--- src/hdl/deq_pkg.sv ---
// Shared types, codes and field widths for the double-ended queue.
package deq_pkg;

    localparam int FUNC_W        = 3;
    localparam int VALUE_W       = 64;
    localparam int STATUS_W      = 2;
    localparam int ENTRY_COUNT_W = 5;

    localparam logic [FUNC_W-1:0] FUNC_PUSH_BACK  = 3'd0;
    localparam logic [FUNC_W-1:0] FUNC_PUSH_FRONT = 3'd1;
    localparam logic [FUNC_W-1:0] FUNC_POP_BACK   = 3'd2;
    localparam logic [FUNC_W-1:0] FUNC_POP_FRONT  = 3'd3;
    localparam logic [FUNC_W-1:0] FUNC_LIST_FWD   = 3'd4;
    localparam logic [FUNC_W-1:0] FUNC_LIST_REV   = 3'd5;

    localparam logic [STATUS_W-1:0] STATUS_OK    = 2'd0;
    localparam logic [STATUS_W-1:0] STATUS_EMPTY = 2'd1;
    localparam logic [STATUS_W-1:0] STATUS_FULL  = 2'd2;

    typedef enum logic [2:0] {
        CELL_HOLD,
        CELL_LOAD_AT_COUNT,
        CELL_SHIFT_FROM_LEFT,
        CELL_SHIFT_FROM_RIGHT,
        CELL_ROTATE_FWD
    } t_cell_op;

    typedef struct packed {
        t_cell_op                   op;
        logic signed [VALUE_W-1:0]  bcast;
    } t_cell_ctl;

    typedef enum logic {
        ST_IDLE,
        ST_LIST
    } t_ctrl_state;

endpackage

--- src/hdl/deq_cell.sv ---
// One storage cell of the queue chain; position INDEX counted from the front.
module deq_cell #(
    parameter int INDEX = 0,
    parameter int CNT_W = 5
) (
    input  logic                                i_clk,
    input  deq_pkg::t_cell_ctl                  i_ctl,
    input  logic [CNT_W-1:0]                    i_count,
    input  logic signed [deq_pkg::VALUE_W-1:0]  i_left,
    input  logic signed [deq_pkg::VALUE_W-1:0]  i_right,
    output logic signed [deq_pkg::VALUE_W-1:0]  o_data,
    output logic signed [deq_pkg::VALUE_W-1:0]  o_tail_data
);

    logic signed [deq_pkg::VALUE_W-1:0] r_data;
    logic signed [deq_pkg::VALUE_W-1:0] n_data;
    logic                               w_at_count;
    logic                               w_is_tail;

    assign w_at_count = (i_count == CNT_W'(INDEX));
    assign w_is_tail  = (i_count == CNT_W'(INDEX + 1));

    always_comb begin
        n_data = r_data;
        case (i_ctl.op)
            deq_pkg::CELL_HOLD:             n_data = r_data;
            deq_pkg::CELL_LOAD_AT_COUNT:    if (w_at_count) n_data = i_ctl.bcast;
            deq_pkg::CELL_SHIFT_FROM_LEFT:  n_data = i_left;
            deq_pkg::CELL_SHIFT_FROM_RIGHT: n_data = i_right;
            deq_pkg::CELL_ROTATE_FWD:       n_data = w_is_tail ? i_ctl.bcast : i_right;
            default:                        n_data = r_data;
        endcase
    end

    always_ff @(posedge i_clk) begin
        r_data <= n_data;
    end

    assign o_data      = r_data;
    assign o_tail_data = w_is_tail ? r_data : '0;

endmodule

--- config.mk ---
export PLATFORM = sky130hd
export DESIGN_NAME = deq_cell
export DESIGN_NICKNAME = d
export VERILOG_FILES = /design/src/hdl/deq_pkg.sv /design/src/hdl/deq_cell.sv
export SDC_FILE = /design/constraint.sdc
export NUM_CORES = 1
export LEC_CHECK = 0
export BUFFER_PORTS_ARGS = -buffer_cell sky130_fd_sc_hd__buf_4
export CAP_MARGIN = 20
export CORE_AREA = 4 4 127 129
export CTS_BUF_LIST = sky130_fd_sc_hd__clkbuf_2
export DETAILED_ROUTE_END_ITERATION = 8
export DIE_AREA = 0 0 131 133
export SYNTH_ARGS = -nofsm -noshare
export SYNTH_HDL_FRONTEND = slang
export SYNTH_SLANG_ARGS = --single-unit
--- constraint.sdc ---
create_clock -name i_clk -period 3.1 [get_ports i_clk]
set_clock_uncertainty 0.05 [all_clocks]
set_input_delay 0.465 -clock i_clk [delete_from_list [all_inputs] [get_ports i_clk]]
set_output_delay 0.465 -clock i_clk [all_outputs]
set_load 0.005 [all_outputs]
==> metrics.md <==
| Metric | Value |
|---|---|
| Run status | completed |
| WL/cell | 18.9 µm |
| Max-slew violation count | 0 |
| Clock power share | 20.4% |
| Commonest non-fill, non-tap cell in the layout | buf_4 |
| Fin. Hold Viols | 0 |
| HP Class | input port to register |
| Fill cells | 1457 |
| Vias in the first global route | 4042 |
| Register area share after synthesis | 53.0% |
| Dpl cell area | 6280 µm² |
| Max-cap violations | 0 |
| CTS Buf Count | 9 |
| Crit Path Class | input port to output port |
| Element type at the critical path end | output port |
| YS warnings | 0 |
| Internal Power | 1.67 mW |
| Ys flop type | edfxtp_1 |
| Global Route met2 Usage | 30.6% |
| Clk buf depth | 2 |
| Top Ports | 329 |
| Total wire length | 15200 µm |
| Drt pass-1 iters | 7 |
| DR vias | 4003 |
| RSZ-0062 raised after global routing | no |
| Share of layout cells above drive strength 1 | 57.6% |
| Nets | 815 |
| Starting Density | 24.1% |
| Hold path start | i_right[59] |
| Fin crit period | 2.31 ns |
| Clock Tree Root | clkbuf_2 |
| Register bit total from synthesis | 64 |
| H-tree lvl count | 3 |
| Placed wire-length estimate | 11800 µm |
| Hold Path Sink | o_data[59] |
| Residual DRC | 0 |
| Logic gate share of total power | 28.5% |
| Worst hold path depth | 2 |
| Leakage | 3.03 nW |
| # rows | 45 |
| Die Width | 131 µm |
| Vias per cell | 4.96 |
| Final Cycle Share | 74.5% |
| Total grt overflow | 0 |
| FF/Latch Area | 1920 µm² |
| Syn nets | 508 |
| Sequential Power Share | 51.1% |
| Post-synth EDFFs | 64 |
| Rel. slew slack | 37.9% |
| Power Density | 358 nW/µm² |
| Clock Pin Slew Worst Setup and Hold Paths | 0.18 ns |
| Crit-path max FO | 43 |
| CTS sink cnt | 64 |
| Die area | 17400 µm² |
| First-pass GRT wire length | 21700 µm |
| Fin Setup TNS | 0 ns |
| Max Clock Freq | 433 MHz |
| FFs w/ async S/R, synth | 0% |
| First DRT Iteration DRCs | 202 |
| Gr usage total | 16.2% |
| Commonest non-fill, non-tap cells in the layout | buf_4 (334), a22oi_1 (64), o2bb2ai_1 (64), and3_1 (64), edfxtp_1 (64) |
| Max reg flops | 64 |
| Area grow syn2layout | 76.1% |
| Synth cell types | 17 |
| Die Span Y | 133 µm |
| CP arrival | 1.79 ns |
| Worst VDD drop | 0.155 mV |
| Routability congestion estimate | 0.809 |
| Cell Area, Synth | 3630 µm² |
| GRT Max-Usage Layer | met2 |
| Actual slew at the worst max-slew pin | 0.928 ns |
| ANT nets after route | 0 |
| PostCTS Resize Cnt | 0 |
| Cells after synthesis | 307 |
| Largest net degree at the start of global routing | 68 |
| Post-CTS Setup Inserts | 0 |
| Clock tree from TritonCTS | built |
| Switch share | 27.0% |
| Syn Area/Cell | 11.8 µm² |
| PortBufs | 328 |
| Worst Path Required | 2.58 ns |
| NetSw | 617 µW |
| CORE AREA | 15000 µm² |
| Initial antenna violation count | 1 |
| Finish-stage setup viols | 0 |
| Design area | 6380 µm² |
| M3 GR Usage | 3.96% |
| Multi-input logic area | 1580 µm² |
| Met1 Use GR | 17.7% |
| Worst setup SP type | input port |
| Hold_buf cts | 0 |
-- cell families (layout without fill, tap and decap cells) --
family / count (synthesis) / after routing / share of synthesized area, %
AO/OA/AOI/OAI: 132 / 132 / 29.7
buffers and inverters: 40 / 351 / 4.59
flip-flops: 64 / 64 / 53.0
other: 0 / 1 / 0
AND/OR/NAND/NOR: 71 / 71 / 12.7
-- layout make-up --
| type | instances | share of cell area (%) |
|---|---|---|
| timing repair buffer | 336 | 39.9 |
| sequential | 64 | 30.1 |
| multi-input combinational | 203 | 24.7 |
| tap | 188 | 3.68 |
| clock buffer | 10 | 0.784 |
| clock inverter | 5 | 0.764 |
| antenna | 1 | 0.0392 |
-- metrics by stage --
stage / hold slack [ns] / total power, mW / worst slack (ns) / util, % / cells
2_1_floorplan: 0.609 / 1.37 / 0.668 / - / 307
3_3_place_gp: 0.693 / 1.84 / 0.626 / 41.8 / 791
6_report: 0.195 / 2.29 / 0.791 / 42.5 / 807
3_5_place_dp: 0.699 / 1.85 / 0.549 / 41.8 / 791
4_1_cts: 0.110 / 2.34 / 0.793 / 42.5 / 806
5_1_grt: 0.113 / 2.41 / 0.742 / 42.5 / 807
-- Yosys cell counts, types with 13 or more instances --
| library cell | count | area, µm² |
|---|---|---|
| a22oi_1 | 64 | 480 |
| and3_1 | 64 | 400 |
| edfxtp_1 | 64 | 1920 |
| o2bb2ai_1 | 64 | 561 |
| clkbuf_1 | 27 | 101 |
| buf_2 | 13 | 65.1 |
-- worst max-delay path by stage --
stage | cells after the start | startpoint | slack (ns) | to
after floorplan | 3 | i_count[4] | 0.67 | o_data[0]
after global placement | 5 | i_ctl[64] | 0.63 | o_data[31]
after detailed placement | 5 | i_ctl[64] | 0.55 | o_data[27]
after CTS | 5 | i_count[4] | 0.79 | o_tail_data[46]
after global routing | 5 | i_count[4] | 0.74 | o_tail_data[46]
final | 5 | i_count[4] | 0.79 | o_tail_data[45]
-- critical path, cell delays in order --
cell    delay [ns]
buf_4         0.12
nor4_4        0.41
buf_4         0.44
and3_1        0.21
buf_4         0.12
-- power by group through the flow --
stage                     clock (mW)  combinational (mW)  sequential, mW
after CTS                      0.502               0.661            1.17
after detailed placement           0               0.662            1.19
after global routing           0.528               0.701            1.18
after global placement             0               0.649            1.19
after floorplan                    0               0.190            1.18
final                          0.468               0.651            1.17
-- routing by layer --
| metal | vias to the layer above | wire length [µm] |
|---|---|---|
| met5 | - | 0 |
| met4 | 0 | 138 |
| met3 | 10 | 1160 |
| met2 | 193 | 8290 |
| met1 | 1897 | 5640 |
| li1 | 1903 | - |
(Power assumes the default switching activity.)
